<file path="config.mk">
export PLATFORM = sky130hd
export DESIGN_NAME = record_block_unblock_core_flat
export DESIGN_NICKNAME = d
export VERILOG_FILES = /design/src/design/rbu_pkg.sv /design/src/design/rbu_byte_if.sv /design/src/design/rbu_result_if.sv /design/src/design/record_block_unblock_core.sv /design/src/design/rbu_front.sv /design/src/design/rbu_queue.sv /design/src/design/rbu_back.sv /design/src/flat_wrapper.sv
export SDC_FILE = /design/constraint.sdc
export NUM_CORES = 1
export LEC_CHECK = 0
export BUFFER_PORTS_ARGS = -buffer_cell sky130_fd_sc_hd__buf_2
export CORE_MARGIN = 10
export CORE_UTILIZATION = 41
export DETAILED_ROUTE_END_ITERATION = 12
export PLACE_DENSITY = 0.68
export REMOVE_ABC_BUFFERS = 1
export SYNTH_ARGS = -nofsm -noshare
export SYNTH_HDL_FRONTEND = slang
export SYNTH_SLANG_ARGS = --single-unit
</file>
<file path="constraint.sdc">
create_clock -name clk -period 7.5 [get_ports clk]
set_input_delay 1.875 -clock clk [delete_from_list [all_inputs] [get_ports clk]]
set_output_delay 1.875 -clock clk [all_outputs]
set_load 0.1 [all_outputs]
</file>
<file path="src/design/rbu_pkg.sv">
// Shared types and constants of the record block/unblock converter.
package rbu_pkg;

    localparam int BYTE_W      = 8;
    localparam int LEN_W       = 7;
    localparam int COUNT_W     = 32;
    localparam int CFG_IDX_W   = 4;
    localparam int CFG_DATA_W  = 8;
    localparam int MAX_LEN     = 64;
    localparam int QUEUE_DEPTH = 2;

    localparam logic [LEN_W-1:0]  RESET_RECORD_LENGTH = LEN_W'(MAX_LEN);
    localparam logic [BYTE_W-1:0] RESET_NEWLINE_CHAR  = BYTE_W'(10);
    localparam logic [BYTE_W-1:0] RESET_SPACE_CHAR    = BYTE_W'(32);

    typedef enum logic [CFG_IDX_W-1:0] {
        REG_MODE_UNBLOCK  = CFG_IDX_W'(0),
        REG_RECORD_LENGTH = CFG_IDX_W'(1),
        REG_NEWLINE_CHAR  = CFG_IDX_W'(2),
        REG_SPACE_CHAR    = CFG_IDX_W'(3)
    } rbu_reg_t;

    // Active configuration, with the record length already clamped to 1..64.
    typedef struct packed {
        logic              mode_unblock;
        logic [LEN_W-1:0]  rec_len;
        logic [BYTE_W-1:0] newline_char;
        logic [BYTE_W-1:0] space_char;
    } rbu_cfg_t;

    // One classified byte: an optional newline, a run of spaces, an optional data byte.
    typedef struct packed {
        logic               has_nl;
        logic [LEN_W-1:0]   spaces;
        logic               has_byte;
        logic [BYTE_W-1:0]  nl_byte;
        logic [BYTE_W-1:0]  sp_byte;
        logic [BYTE_W-1:0]  data;
        logic [COUNT_W-1:0] count;
    } rbu_cmd_t;

endpackage

</file>
<file path="src/design/rbu_byte_if.sv">
// Byte stream channel carrying one input byte per beat.
interface rbu_byte_if;
    import rbu_pkg::*;

    logic              valid;
    logic              ready;
    logic [BYTE_W-1:0] data_byte;

    modport source (output valid, output data_byte, input ready);
    modport sink   (input valid, input data_byte, output ready);
endinterface

</file>
<file path="src/design/rbu_result_if.sv">
// Result channel carrying one converted byte per beat.
interface rbu_result_if;
    import rbu_pkg::*;

    logic               valid;
    logic               ready;
    logic [BYTE_W-1:0]  out_byte;
    logic               run_last;
    logic [COUNT_W-1:0] truncated_count;

    modport source (output valid, output out_byte, output run_last, output truncated_count,
                    input ready);
    modport sink   (input valid, input out_byte, input run_last, input truncated_count,
                    output ready);
endinterface

</file>
<file path="src/design/record_block_unblock_core.sv">
// Top level of the record block/unblock converter.
//
// The block converts a byte stream between newline-terminated lines and
// fixed-length records. Bytes arrive on the bytes channel, one per beat, and
// converted bytes leave on the results channel, one per beat. Each result
// beat carries run_last, set on the final beat caused by one input byte, and
// the saturating count of truncated records at that point. An input byte
// may cause no beat at all, or a run of up to 64 beats (padding spaces, or
// held-back spaces followed by the byte).
//
// The front end classifies each byte in the cycle it is accepted and puts
// a command into a two-entry queue. The back end takes one command, loads
// it, and then emits one result beat per cycle while the receiver takes
// them; it takes the next command only once the run is done. Each byte's
// first result beat passes through the queue, back end and output register.
//
// Reset clears the stream state, the queue and the output register, and loads
// the default configuration. When the receiver stalls, the output beat holds,
// the queue fills, and bytes ready drops once the queue is full. The user must
// write registers on the plain write port while the block is idle; unchecked.
module record_block_unblock_core
    import rbu_pkg::*;
#(
    parameter int QDEPTH = QUEUE_DEPTH
)
(
    input  logic                  clk,
    input  logic                  rst_n,
    input  logic                  cfg_we,
    input  logic [CFG_IDX_W-1:0]  cfg_index,
    input  logic [CFG_DATA_W-1:0] cfg_data,
    rbu_byte_if.sink              bytes,
    rbu_result_if.source          results
);

    logic              mode_reg, mode_next;
    logic [LEN_W-1:0]  len_reg, len_next;
    logic [BYTE_W-1:0] nl_reg, nl_next;
    logic [BYTE_W-1:0] sp_reg, sp_next;
    logic              stream_clear;

    rbu_cfg_t          cfg;
    logic              accept;
    logic              cmd_push;
    rbu_cmd_t          push_cmd;
    logic              q_full;
    logic              q_pop;
    logic              q_not_empty;
    rbu_cmd_t          head_cmd;

    always_ff @(posedge clk or negedge rst_n)
    begin
        if (!rst_n)
        begin
            mode_reg <= 1'b0;
            len_reg  <= RESET_RECORD_LENGTH;
            nl_reg   <= RESET_NEWLINE_CHAR;
            sp_reg   <= RESET_SPACE_CHAR;
        end
        else
        begin
            mode_reg <= mode_next;
            len_reg  <= len_next;
            nl_reg   <= nl_next;
            sp_reg   <= sp_next;
        end
    end

    // Register writes; a write to the mode register also starts a new stream.
    always_comb
    begin
        mode_next    = mode_reg;
        len_next     = len_reg;
        nl_next      = nl_reg;
        sp_next      = sp_reg;
        stream_clear = 1'b0;
        if (cfg_we)
        begin
            case (rbu_reg_t'(cfg_index))
                REG_MODE_UNBLOCK:
                begin
                    mode_next    = cfg_data[0];
                    stream_clear = 1'b1;
                end
                REG_RECORD_LENGTH: len_next = cfg_data[LEN_W-1:0];
                REG_NEWLINE_CHAR:  nl_next  = cfg_data[BYTE_W-1:0];
                REG_SPACE_CHAR:    sp_next  = cfg_data[BYTE_W-1:0];
                default:           ;
            endcase
        end
    end

    // A length of zero acts as one and anything past 64 acts as 64.
    always_comb
    begin
        cfg.mode_unblock = mode_reg;
        cfg.newline_char = nl_reg;
        cfg.space_char   = sp_reg;
        if (len_reg == '0)
        begin
            cfg.rec_len = LEN_W'(1);
        end
        else if (len_reg > LEN_W'(MAX_LEN))
        begin
            cfg.rec_len = LEN_W'(MAX_LEN);
        end
        else
        begin
            cfg.rec_len = len_reg;
        end
    end

    assign bytes.ready = !q_full;
    assign accept      = bytes.valid && !q_full;

    rbu_front u_front (
        .clk          (clk),
        .rst_n        (rst_n),
        .cfg          (cfg),
        .stream_clear (stream_clear),
        .accept       (accept),
        .data_byte    (bytes.data_byte),
        .cmd_push     (cmd_push),
        .cmd          (push_cmd)
    );

    rbu_queue #(
        .DEPTH (QDEPTH)
    ) u_queue (
        .clk       (clk),
        .rst_n     (rst_n),
        .push      (cmd_push),
        .push_cmd  (push_cmd),
        .full      (q_full),
        .pop       (q_pop),
        .not_empty (q_not_empty),
        .head_cmd  (head_cmd)
    );

    rbu_back u_back (
        .clk       (clk),
        .rst_n     (rst_n),
        .cmd_valid (q_not_empty),
        .cmd       (head_cmd),
        .cmd_pop   (q_pop),
        .out_valid (results.valid),
        .out_ready (results.ready),
        .out_byte  (results.out_byte),
        .out_last  (results.run_last),
        .out_count (results.truncated_count)
    );

endmodule

</file>
<file path="src/design/rbu_front.sv">
// Front end: accepts input bytes, tracks column and truncation, issues commands.
module rbu_front
    import rbu_pkg::*;
(
    input  logic              clk,
    input  logic              rst_n,
    input  rbu_cfg_t          cfg,
    input  logic              stream_clear,
    input  logic              accept,
    input  logic [BYTE_W-1:0] data_byte,
    output logic              cmd_push,
    output rbu_cmd_t          cmd
);

    logic [LEN_W-1:0]   column_reg, column_next;
    logic [LEN_W-1:0]   pending_reg, pending_next;
    logic               truncating_reg, truncating_next;
    logic [COUNT_W-1:0] trunc_count_reg, trunc_count_next;

    logic               col_full;
    logic [LEN_W-1:0]   base_col;
    logic [LEN_W-1:0]   base_pend;

    always_ff @(posedge clk or negedge rst_n)
    begin
        if (!rst_n)
        begin
            column_reg      <= '0;
            pending_reg     <= '0;
            truncating_reg  <= 1'b0;
            trunc_count_reg <= '0;
        end
        else
        begin
            column_reg      <= column_next;
            pending_reg     <= pending_next;
            truncating_reg  <= truncating_next;
            trunc_count_reg <= trunc_count_next;
        end
    end

    always_comb
    begin
        col_full  = (column_reg >= cfg.rec_len);
        base_col  = col_full ? '0 : column_reg;
        base_pend = col_full ? '0 : pending_reg;

        column_next      = column_reg;
        pending_next     = pending_reg;
        truncating_next  = truncating_reg;
        trunc_count_next = trunc_count_reg;

        cmd_push     = 1'b0;
        cmd.has_nl   = 1'b0;
        cmd.spaces   = '0;
        cmd.has_byte = 1'b0;
        cmd.nl_byte  = cfg.newline_char;
        cmd.sp_byte  = cfg.space_char;
        cmd.data     = data_byte;
        cmd.count    = trunc_count_reg;

        if (stream_clear)
        begin
            column_next     = '0;
            pending_next    = '0;
            truncating_next = 1'b0;
        end
        else if (accept)
        begin
            if (!cfg.mode_unblock)
            begin
                if (data_byte == cfg.newline_char)
                begin
                    // Pad the rest of the record; a full record needs nothing.
                    cmd.spaces      = col_full ? '0 : (cfg.rec_len - column_reg);
                    cmd_push        = !col_full;
                    column_next     = '0;
                    truncating_next = 1'b0;
                end
                else if (col_full)
                begin
                    if (!truncating_reg)
                    begin
                        truncating_next = 1'b1;
                        if (trunc_count_reg != '1)
                        begin
                            trunc_count_next = trunc_count_reg + COUNT_W'(1);
                        end
                    end
                end
                else
                begin
                    cmd.has_byte = 1'b1;
                    cmd_push     = 1'b1;
                    column_next  = column_reg + LEN_W'(1);
                end
            end
            else
            begin
                // A byte after a full record first closes that record with a newline.
                cmd.has_nl  = col_full;
                column_next = base_col + LEN_W'(1);
                if (data_byte == cfg.space_char)
                begin
                    pending_next = base_pend + LEN_W'(1);
                    cmd_push     = col_full;
                end
                else
                begin
                    cmd.spaces   = base_pend;
                    cmd.has_byte = 1'b1;
                    cmd_push     = 1'b1;
                    pending_next = '0;
                end
            end
        end
    end

endmodule

</file>
<file path="src/design/rbu_queue.sv">
// Small register queue that decouples the front end from the back end.
module rbu_queue
    import rbu_pkg::*;
#(
    parameter int DEPTH = QUEUE_DEPTH
)
(
    input  logic     clk,
    input  logic     rst_n,
    input  logic     push,
    input  rbu_cmd_t push_cmd,
    output logic     full,
    input  logic     pop,
    output logic     not_empty,
    output rbu_cmd_t head_cmd
);

    localparam int PTR_W = (DEPTH > 1) ? $clog2(DEPTH) : 1;
    localparam int CNT_W = $clog2(DEPTH + 1);

    rbu_cmd_t           mem_reg [DEPTH];
    logic [PTR_W-1:0]   wr_ptr_reg, wr_ptr_next;
    logic [PTR_W-1:0]   rd_ptr_reg, rd_ptr_next;
    logic [CNT_W-1:0]   fill_reg, fill_next;

    always_ff @(posedge clk)
    begin
        if (push)
        begin
            mem_reg[wr_ptr_reg] <= push_cmd;
        end
    end

    always_ff @(posedge clk or negedge rst_n)
    begin
        if (!rst_n)
        begin
            wr_ptr_reg <= '0;
            rd_ptr_reg <= '0;
            fill_reg   <= '0;
        end
        else
        begin
            wr_ptr_reg <= wr_ptr_next;
            rd_ptr_reg <= rd_ptr_next;
            fill_reg   <= fill_next;
        end
    end

    always_comb
    begin
        full      = (fill_reg == CNT_W'(DEPTH));
        not_empty = (fill_reg != '0);
        head_cmd  = mem_reg[rd_ptr_reg];

        wr_ptr_next = wr_ptr_reg;
        rd_ptr_next = rd_ptr_reg;
        fill_next   = fill_reg;

        if (push)
        begin
            wr_ptr_next = (wr_ptr_reg == PTR_W'(DEPTH - 1)) ? '0 : wr_ptr_reg + PTR_W'(1);
        end
        if (pop)
        begin
            rd_ptr_next = (rd_ptr_reg == PTR_W'(DEPTH - 1)) ? '0 : rd_ptr_reg + PTR_W'(1);
        end
        if (push && !pop)
        begin
            fill_next = fill_reg + CNT_W'(1);
        end
        else if (pop && !push)
        begin
            fill_next = fill_reg - CNT_W'(1);
        end
    end

endmodule

</file>
<file path="src/design/rbu_back.sv">
// Back end: expands one command into its run of output bytes.
module rbu_back
    import rbu_pkg::*;
(
    input  logic               clk,
    input  logic               rst_n,
    input  logic               cmd_valid,
    input  rbu_cmd_t           cmd,
    output logic               cmd_pop,
    output logic               out_valid,
    input  logic               out_ready,
    output logic [BYTE_W-1:0]  out_byte,
    output logic               out_last,
    output logic [COUNT_W-1:0] out_count
);

    logic               busy_reg, busy_next;
    logic               nl_pend_reg, nl_pend_next;
    logic [LEN_W-1:0]   spaces_reg, spaces_next;
    logic               byte_pend_reg, byte_pend_next;
    rbu_cmd_t           cur_reg, cur_next;

    logic               ov_reg, ov_next;
    logic [BYTE_W-1:0]  ob_reg, ob_next;
    logic               ol_reg, ol_next;
    logic [COUNT_W-1:0] oc_reg, oc_next;

    logic               advance;

    always_ff @(posedge clk or negedge rst_n)
    begin
        if (!rst_n)
        begin
            busy_reg      <= 1'b0;
            nl_pend_reg   <= 1'b0;
            spaces_reg    <= '0;
            byte_pend_reg <= 1'b0;
            ov_reg        <= 1'b0;
        end
        else
        begin
            busy_reg      <= busy_next;
            nl_pend_reg   <= nl_pend_next;
            spaces_reg    <= spaces_next;
            byte_pend_reg <= byte_pend_next;
            ov_reg        <= ov_next;
        end
    end

    always_ff @(posedge clk)
    begin
        cur_reg <= cur_next;
        ob_reg  <= ob_next;
        ol_reg  <= ol_next;
        oc_reg  <= oc_next;
    end

    always_comb
    begin
        advance = !ov_reg || out_ready;
        cmd_pop = !busy_reg && cmd_valid;

        busy_next      = busy_reg;
        nl_pend_next   = nl_pend_reg;
        spaces_next    = spaces_reg;
        byte_pend_next = byte_pend_reg;
        cur_next       = cur_reg;
        ov_next        = ov_reg;
        ob_next        = ob_reg;
        ol_next        = ol_reg;
        oc_next        = oc_reg;

        if (cmd_pop)
        begin
            busy_next      = 1'b1;
            nl_pend_next   = cmd.has_nl;
            spaces_next    = cmd.spaces;
            byte_pend_next = cmd.has_byte;
            cur_next       = cmd;
        end

        if (advance)
        begin
            ov_next = busy_reg;
            if (busy_reg)
            begin
                // Emission order: newline, then spaces, then the data byte.
                if (nl_pend_reg)
                begin
                    ob_next      = cur_reg.nl_byte;
                    nl_pend_next = 1'b0;
                end
                else if (spaces_reg != '0)
                begin
                    ob_next     = cur_reg.sp_byte;
                    spaces_next = spaces_reg - LEN_W'(1);
                end
                else
                begin
                    ob_next        = cur_reg.data;
                    byte_pend_next = 1'b0;
                end
                ol_next   = !(nl_pend_next || (spaces_next != '0) || byte_pend_next);
                oc_next   = cur_reg.count;
                busy_next = !ol_next;
            end
        end
    end

    assign out_valid = ov_reg;
    assign out_byte  = ob_reg;
    assign out_last  = ol_reg;
    assign out_count = oc_reg;

endmodule

</file>
<file path="src/flat_wrapper.sv">
// flat-port wrapper written by rule: the top's interface ports become plain ports
module record_block_unblock_core_flat import rbu_pkg::*;
#(
    parameter int QDEPTH = QUEUE_DEPTH
)
  (clk, rst_n, cfg_we, cfg_index, cfg_data, bytes_valid, bytes_data_byte, bytes_ready, results_valid, results_out_byte, results_run_last, results_truncated_count, results_ready);
  rbu_byte_if bytes_i ();
  rbu_result_if results_i ();
  input  logic clk;
  input  logic rst_n;
  input  logic cfg_we;
  input  logic [CFG_IDX_W-1:0] cfg_index;
  input  logic [CFG_DATA_W-1:0] cfg_data;
  input wire logic [$bits(bytes_i.valid)-1:0] bytes_valid;
  input wire logic [$bits(bytes_i.data_byte)-1:0] bytes_data_byte;
  output wire logic [$bits(bytes_i.ready)-1:0] bytes_ready;
  output wire logic [$bits(results_i.valid)-1:0] results_valid;
  output wire logic [$bits(results_i.out_byte)-1:0] results_out_byte;
  output wire logic [$bits(results_i.run_last)-1:0] results_run_last;
  output wire logic [$bits(results_i.truncated_count)-1:0] results_truncated_count;
  input wire logic [$bits(results_i.ready)-1:0] results_ready;
  assign bytes_i.valid = bytes_valid;
  assign bytes_i.data_byte = bytes_data_byte;
  assign bytes_ready = bytes_i.ready;
  assign results_valid = results_i.valid;
  assign results_out_byte = results_i.out_byte;
  assign results_run_last = results_i.run_last;
  assign results_truncated_count = results_i.truncated_count;
  assign results_i.ready = results_ready;
  record_block_unblock_core #(.QDEPTH(QDEPTH)) u_core (.clk(clk), .rst_n(rst_n), .cfg_we(cfg_we), .cfg_index(cfg_index), .cfg_data(cfg_data), .bytes(bytes_i), .results(results_i));
endmodule
</file>
==> implementation parameters, run 1 <==
Parameter                              Value

Setup path
  Arrival time worst endpoint ... 4.51 ns
  Data required, critical path ... 7.69 ns
  Buffers & Inverters on Critical Path ... 2
  Peak fanout along the critical path ... 37
  Critical register-to-register path endpoint ... u_core.u_queue.mem_reg[0][29]
  Reg-to-reg setup timing slack ... 3.42 ns
  Path type of the worst setup path ... input port to register
  Max stage delay on crit path ... 0.77 ns
  Most frequent CP cell ... sky130_fd_sc_hd__nor2_1
  Number of cells on the worst reg-to-reg path ... 11
  R2R Path Start ... u_core.len_reg[3]
  Cell breakdown of the critical path ... buf_2 > or4b_1 > nor2_1 > nor2_1 > o211ai_1 > nor2_4 > buf_4
  Sort of element at the start of the critical path ... input port
  Category of the worst setup path capture point ... register
  Slowest library cell on the worst path ... sky130_fd_sc_hd__nor2_4
  Family with the most delay on the worst path ... simple AND/OR/NAND/NOR gates

Power
  Total leakage power ... 5.40 nW
  Maximum resistive drop on vdd ... 0.204 mV
  Power density normalized to cell area ... 313 nW/um^2

Timing
  Post-Route Skew ... 0.0114 ns
  Slew headroom ... 20.7%
  Count of final max-slew check failures ... 0
  Final hold viol count ... 0
  Final setup slack of the worst path ... 3.18 ns
  Top achievable clock speed ... 232 MHz
  Setup violators final ... 0
  Post-route clock period utilization ... 57.6%
  Time the final worst path needs with I/O delays and setup ... 4.32 ns
  Total Negative Setup Slacks ... 0 ns
  Setup repair after global routing missed its margin ... false
  Slew at the pin closest to its max-slew limit ... 1.19 ns

Finish
  Largest register FFs ... 130
  Final core occ ... 47.8%
  ANT cells ... 0
  Ratio of cells with drive above 1 in the final layout ... 24.4%
  Net count of the finished layout ... 976
  Number of non-filler instances in the completed layout ... 1358
  Fillers ... 2655
  Area added between synthesis and finish ... 14.5%

Synthesis
  Netlist cell types ... 74
  Number of synthesized register bits ... 313
  Portion of the post-synthesis area used by sequential elements ... 69.9%
  Cell Area, Synth ... 12800 um^2
  Share of Yosys cell area claimed by the top area cell type ... 53.1%
  Yosys top cell by area ... sky130_fd_sc_hd__edfxtp_1
  Synth async-reset ratio ... 27.5%
  Number of cells produced by synthesis ... 852
  Dominant cells by area after synthesis ... sky130_fd_sc_hd__edfxtp_1, sky130_fd_sc_hd__dfrtp_1, sky130_fd_sc_hd__mux2_2
  Synth warnings ... 0
  Main synth FF type ... sky130_fd_sc_hd__edfxtp_1
  Synthesized area per cell ... 15.1 um^2
  Number of synthesized flops with an enable pin ... 227

Placed design
  Placement-stage worst setup slack ... 2.59 ns
  Total half-perimeter wirelength after legalization and detailed placement ... 15900 um
  Instance count after placement with tap cells included ... 1300
  Port Buffers ... 67
  Gpl congestion ... 0.863

CTS
  Clock latency of the later-clocked register in the worst-skew pair ... 0.56 ns
  Number of post-CTS setup repair buffers ... 0
  CTS clock-pin slew for the worst setup and hold paths ... 0.06 ns
  Resize count post-CTS ... 0
  Post-CTS Hold Fix Bufs ... 0
  Number of H-tree levels ... 1
  # clock sinks ... 313
  Number of buffers on the longest clock path ... 3
  Buffer cell driving the clock tree root ... sky130_fd_sc_hd__clkbuf_16
  Clock buffers created by TritonCTS ... 31
  CTS tree ... yes

Die
  Core Rows ... 64
  Core outline area ... 30700 um^2
  Num ports ... 68
  Area of the die ... 38800 um^2
  Initial core utilization ... 41.7%
  Die height ... 197 um
  Die Width ... 197 um

Detailed routing
  Mean routed wirelength per cell ... 18.1 um
  Detailed-route DRC error count ... 0
  Post-route ant nets ... 0
  Iteration count of the initial detailed-routing pass ... 5
  Via-per-instance ratio ... 5.35
  Number of vias after detailed routing ... 7262
  Overall routed net length ... 24600 um
  Initial detailed-routing violation count ... 517

GRT
  Number of antenna violations at the first check in global routing ... 1
  Wire length of the first global-routing pass ... 39800 um
  Global route overflow ... 0
  GRT Total Usage ... 12.7%
  Vias in the first global route ... 7240
  Maximum number of pins on one net before global-route repair ... 76

Hold path
  Worst min-delay path endpoint ... u_core.u_back.out_count[10]
  Hold Crit Depth ... 0
  Worst min-delay path class ... register to register
  Min-delay src ... u_core.u_back.cur_reg[10]

Outcome
  Result of the run ... finished, final reports clean

Flow run
  Max-cap viol count ... 0
==> cell usage in the layout (no fill, tap or decap), types with 21 or more instances in the layout <==
cell type,netlist,routed
sky130_fd_sc_hd__nand2_1,49,49
sky130_fd_sc_hd__nand3_1,33,33
sky130_fd_sc_hd__clkbuf_16,0,31
sky130_fd_sc_hd__nor2_1,41,39
sky130_fd_sc_hd__xnor2_1,35,35
sky130_fd_sc_hd__dfrtp_1,82,81
sky130_fd_sc_hd__a21oi_1,24,24
sky130_fd_sc_hd__nand4_1,21,21
sky130_fd_sc_hd__mux2_2,86,86
sky130_fd_sc_hd__buf_2,6,66
sky130_fd_sc_hd__edfxtp_1,227,227
sky130_fd_sc_hd__o21ai_0,23,23
sky130_fd_sc_hd__mux2i_1,22,22
==> worst reg2reg max path: stages, from the launching register on <==
cell                       delay [ns]
sky130_fd_sc_hd__dfrtp_1         0.38
sky130_fd_sc_hd__or4_1           0.51
sky130_fd_sc_hd__nor2_1          0.10
sky130_fd_sc_hd__o21bai_1        0.10
sky130_fd_sc_hd__ha_1            0.22
sky130_fd_sc_hd__nand3b_1        0.20
sky130_fd_sc_hd__a21boi_2        0.24
sky130_fd_sc_hd__o21ai_2         0.18
sky130_fd_sc_hd__nand2_1         0.12
sky130_fd_sc_hd__o211ai_1        0.27
sky130_fd_sc_hd__nor2_4          0.77
sky130_fd_sc_hd__buf_4           0.60
==> power breakdown <==
part	internal, mW	leakage, nW	switching (mW)
Sequential	2.15	3.21	0.139
Clock	0.925	0.518	0.637
Combinational	0.270	1.67	0.469
==> per-stage QoR <==
stage	cell area (um^2)	hold slack, ns	total power [mW]
2_1_floorplan	12700	0.400	2.84
3_3_place_gp	13600	0.404	3.04
3_5_place_dp	13600	0.405	3.06
4_1_cts	14700	0.420	4.64
5_1_grt	14700	0.426	4.81
6_report	14700	0.418	4.59
==> metal layers <==
metal  vias to the layer above  global-route usage (%)  part of all wire, %
met1                      3656                    17.2                   47
met2                       177                    20.5                   46
met3                        39                    2.33                  4.9
li1                       3388                       -                    -
met5                         -                       0                0.053
met4                         2                    3.76                  2.1
==> worst max path at each step <==
stage                                         end  cells past startpoint   start
floorplan            u_core.u_queue.mem_reg[0][0]                      5  cfg_we
finish              u_core.u_queue.mem_reg[0][29]                      7  cfg_we
detailed placement  u_core.u_queue.mem_reg[0][12]                      7  cfg_we
global route         u_core.u_queue.mem_reg[0][2]                      7  cfg_we
global placement    u_core.u_queue.mem_reg[0][30]                      7  cfg_we
CTS                  u_core.u_queue.mem_reg[0][0]                      7  cfg_we
==> cell families after synthesis <==
| group | share of synthesized area, % |
|---|---|
| simple gates | 9.07 |
| fa+ha+maj | 1.42 |
| flops | 69.9 |
| compound gates | 5.01 |
| xor+xnor | 3.74 |
| mux | 9.38 |
| buf+inv | 1.43 |
==> layout make-up <==
class | count | area, um^2 | share of cell area, %
Clock buffer | 37 | 828 | 5.64
Clock inverter | 21 | 215 | 1.46
Inverter | 21 | 78.8 | 0.536
Multi-Input combinational cell | 494 | 3690 | 25.1
Sequential cell | 313 | 8970 | 61.1
Tap cell | 396 | 495 | 3.37
Timing Repair Buffer | 76 | 405 | 2.76
==> Yosys cell counts, drive strengths merged, types with 5 or more instances <==
master and n:
a21oi 24, edfxtp 227, ha 13, nor3 14, o21ai 25, o211ai 5
dfrtp 82, nand2 49, nor2b 10, clkbuf 14, a22oi 5, and3 9
inv 20, buf 10, mux2 87, mux2i 22, nand3 33, nand2b 8
nor2 41, nand4 22, xor2 18, xnor2 36, nor4 10
(Power assumes the default switching activity.)
==> inputs of run 2 (changes only) <==
--- a/config.mk
+++ b/config.mk
@@ -9,7 +9,7 @@
 export CORE_MARGIN = 10
 export CORE_UTILIZATION = 41
 export DETAILED_ROUTE_END_ITERATION = 12
-export PLACE_DENSITY = 0.68
+export PLACE_DENSITY = 0.7
 export REMOVE_ABC_BUFFERS = 1
 export SYNTH_ARGS = -nofsm -noshare
 export SYNTH_HDL_FRONTEND = slang
==> constraint.sdc (replaced) <==
create_clock -name clk -period 3.5 [get_ports clk]
set_input_delay 0.875 -clock clk [delete_from_list [all_inputs] [get_ports clk]]
set_output_delay 0.875 -clock clk [all_outputs]
set_load 0.1 [all_outputs]
==> run 2 against run 1 <==
- critical path depth increased by 8
- global-route usage increased by 0.55 points
- clock power increased by 120%
- sequential share of layout area decreased by 1.2 points
- clock skew increased by 0.0018 ns
- cell area increased by 1.9%
==> implementation parameters, run 2 (synthesized netlist as in run 1, its figures left out) <==
Parameter                              Value

Die
  Die height ... 197 um
  Area of the die ... 38800 um^2
  Core Rows ... 64
  Die Width ... 197 um
  Core outline area ... 30700 um^2
  Initial core utilization ... 41.7%
  Num ports ... 68

Finish
  Ratio of cells with drive above 1 in the final layout ... 26.7%
  Largest register FFs ... 130
  Most frequent standard cell in the layout excluding fill and tap cells ... sky130_fd_sc_hd__edfxtp_1
  Final core occ ... 48.7%
  Commonest cells after routing, fill and taps aside ... sky130_fd_sc_hd__edfxtp_1, sky130_fd_sc_hd__mux2_2, sky130_fd_sc_hd__dfrtp_1
  Area added between synthesis and finish ... 16.7%
  Final non-filler cell area ... 15000 um^2
  Number of non-filler instances in the completed layout ... 1385
  Net count of the finished layout ... 1003

Outcome
  Result of the run ... finished, final reports clean

Setup path
  Worst setup path startpoint ... u_core.len_reg[3]
  Reg-to-reg setup timing slack ... 0.25 ns
  Category of the worst setup path capture point ... register
  Path type of the worst setup path ... register to register
  Worst setup path end ... u_core.u_front.column_reg[4]
  R2R Path Start ... u_core.len_reg[3]
  Critical register-to-register path endpoint ... u_core.u_front.column_reg[4]
  Arrival time worst endpoint ... 3.74 ns
  Data required, critical path ... 3.99 ns
  Sort of element at the start of the critical path ... register
  Number of cells on the worst reg-to-reg path ... 15
  Peak fanout along the critical path ... 6

CTS
  # clock sinks ... 313
  Post-CTS Hold Fix Bufs ... 0
  CTS clock-pin slew for the worst setup and hold paths ... 0.07 ns
  Buffer cell driving the clock tree root ... sky130_fd_sc_hd__clkbuf_16
  CTS tree ... yes
  Number of buffers on the longest clock path ... 3
  Clock buffers created by TritonCTS ... 31
  Number of H-tree levels ... 1
  Clock latency of the later-clocked register in the worst-skew pair ... 0.55 ns

GRT
  Vias in the first global route ... 7344
  Wire length of the first global-routing pass ... 41300 um
  GRT Total Usage ... 13.3%
  Global route overflow ... 0
  Number of antenna violations at the first check in global routing ... 1
  Maximum number of pins on one net before global-route repair ... 48

Detailed routing
  Topmost layer with routed signal wires ... met4
  Met3 wire length ... 1070 um
  Mean routed wirelength per cell ... 18.8 um
  Number of vias after detailed routing ... 7294
  Met2 wire len ... 12100 um
  Post-route ant nets ... 0
  Detailed-route DRC error count ... 0
  Iteration count of the initial detailed-routing pass ... 5
  Initial detailed-routing violation count ... 475
  Overall routed net length ... 26100 um
  Via-per-instance ratio ... 5.27
  Routed length on met1 ... 12400 um

Flow run
  Max-cap viol count ... 0

Placed design
  Port Buffers ... 67
  Placement-stage worst setup slack ... 0.0950 ns
  Gpl congestion ... 0.896
  Instance count after placement with tap cells included ... 1322
  Total half-perimeter wirelength after legalization and detailed placement ... 17600 um
  Area after detailed placement ... 13900 um^2

Power
  Tot Pwr ... 10.1 mW
  Total leakage power ... 5.55 nW
  Maximum resistive drop on vdd ... 0.409 mV
  Power density normalized to cell area ... 674 nW/um^2

Timing
  Time the final worst path needs with I/O delays and setup ... 3.25 ns
  Slew headroom ... 30.0%
  Top achievable clock speed ... 308 MHz
  Final setup slack of the worst path ... 0.252 ns
  Total Negative Setup Slacks ... 0 ns
  Setup violators final ... 0
  Post-route clock period utilization ... 92.8%
  Post-Route Skew ... 0.0132 ns
  Setup repair after global routing missed its margin ... true
  Worst-case hold slack ... 0.349 ns
  Slew at the pin closest to its max-slew limit ... 1.05 ns
  Final hold viol count ... 0
  Count of final max-slew check failures ... 0

Hold path
  Worst min-delay path class ... input port to async pin
run 2: how the worst min path moves through the flow:
stage                                          from                     endpoint  depth (start not counted)
after global routing                          rst_n             u_core.nl_reg[4]                          1
after CTS                                     rst_n             u_core.nl_reg[4]                          1
after detailed placement  u_core.u_back.cur_reg[19]  u_core.u_back.out_count[19]                          0
after floorplan            u_core.u_back.cur_reg[0]   u_core.u_back.out_count[0]                          0
final                                         rst_n             u_core.nl_reg[4]                          1
after global placement     u_core.u_back.cur_reg[0]   u_core.u_back.out_count[0]                          0
run 2: final cells by class:
type,count,area (um^2)
Clock inverter,23,250
Timing Repair Buffer,101,643
Antenna cell,2,5.00
Inverter,21,78.8
Multi-Input combinational cell,496,3740
Sequential cell,313,8970
Fill cell,2669,15800
Clock buffer,33,793
Tap cell,396,495
run 2: per-layer routing:
layer | GRT usage [%] | vias up
met5 | 0 | -
li1 | - | 3446
met3 | 2.27 | 35
met4 | 3.30 | 0
met1 | 18.3 | 3669
met2 | 21.4 | 144
run 2: repair_timing:
action                                  CTS  global route
buffers inserted                          0             3
endpoints found under the setup margin    0            93
resized for setup                         0             5
run 2: power breakdown:
part,internal [mW],switching [mW]
Clock,2.00,1.38
Sequential,4.61,0.270
Combinational,0.726,1.11
Total,7.34,2.76
run 2: critical path, cell delays in order, from the launching register on:
cell                        delay (ns)
sky130_fd_sc_hd__dfrtp_1          0.38
sky130_fd_sc_hd__or4_1            0.51
sky130_fd_sc_hd__nor2_1           0.10
sky130_fd_sc_hd__o21bai_1         0.08
sky130_fd_sc_hd__ha_1             0.21
sky130_fd_sc_hd__nand3b_1         0.20
sky130_fd_sc_hd__a21boi_2         0.21
sky130_fd_sc_hd__o21ai_2          0.13
sky130_fd_sc_hd__buf_4            0.19
sky130_fd_sc_hd__nor2_1           0.09
sky130_fd_sc_hd__ha_2             0.21
sky130_fd_sc_hd__nand3_1          0.12
sky130_fd_sc_hd__xnor2_2          0.17
sky130_fd_sc_hd__nand2_1          0.11
sky130_fd_sc_hd__a2111oi_4        0.34
sky130_fd_sc_hd__a211o_1          0.13
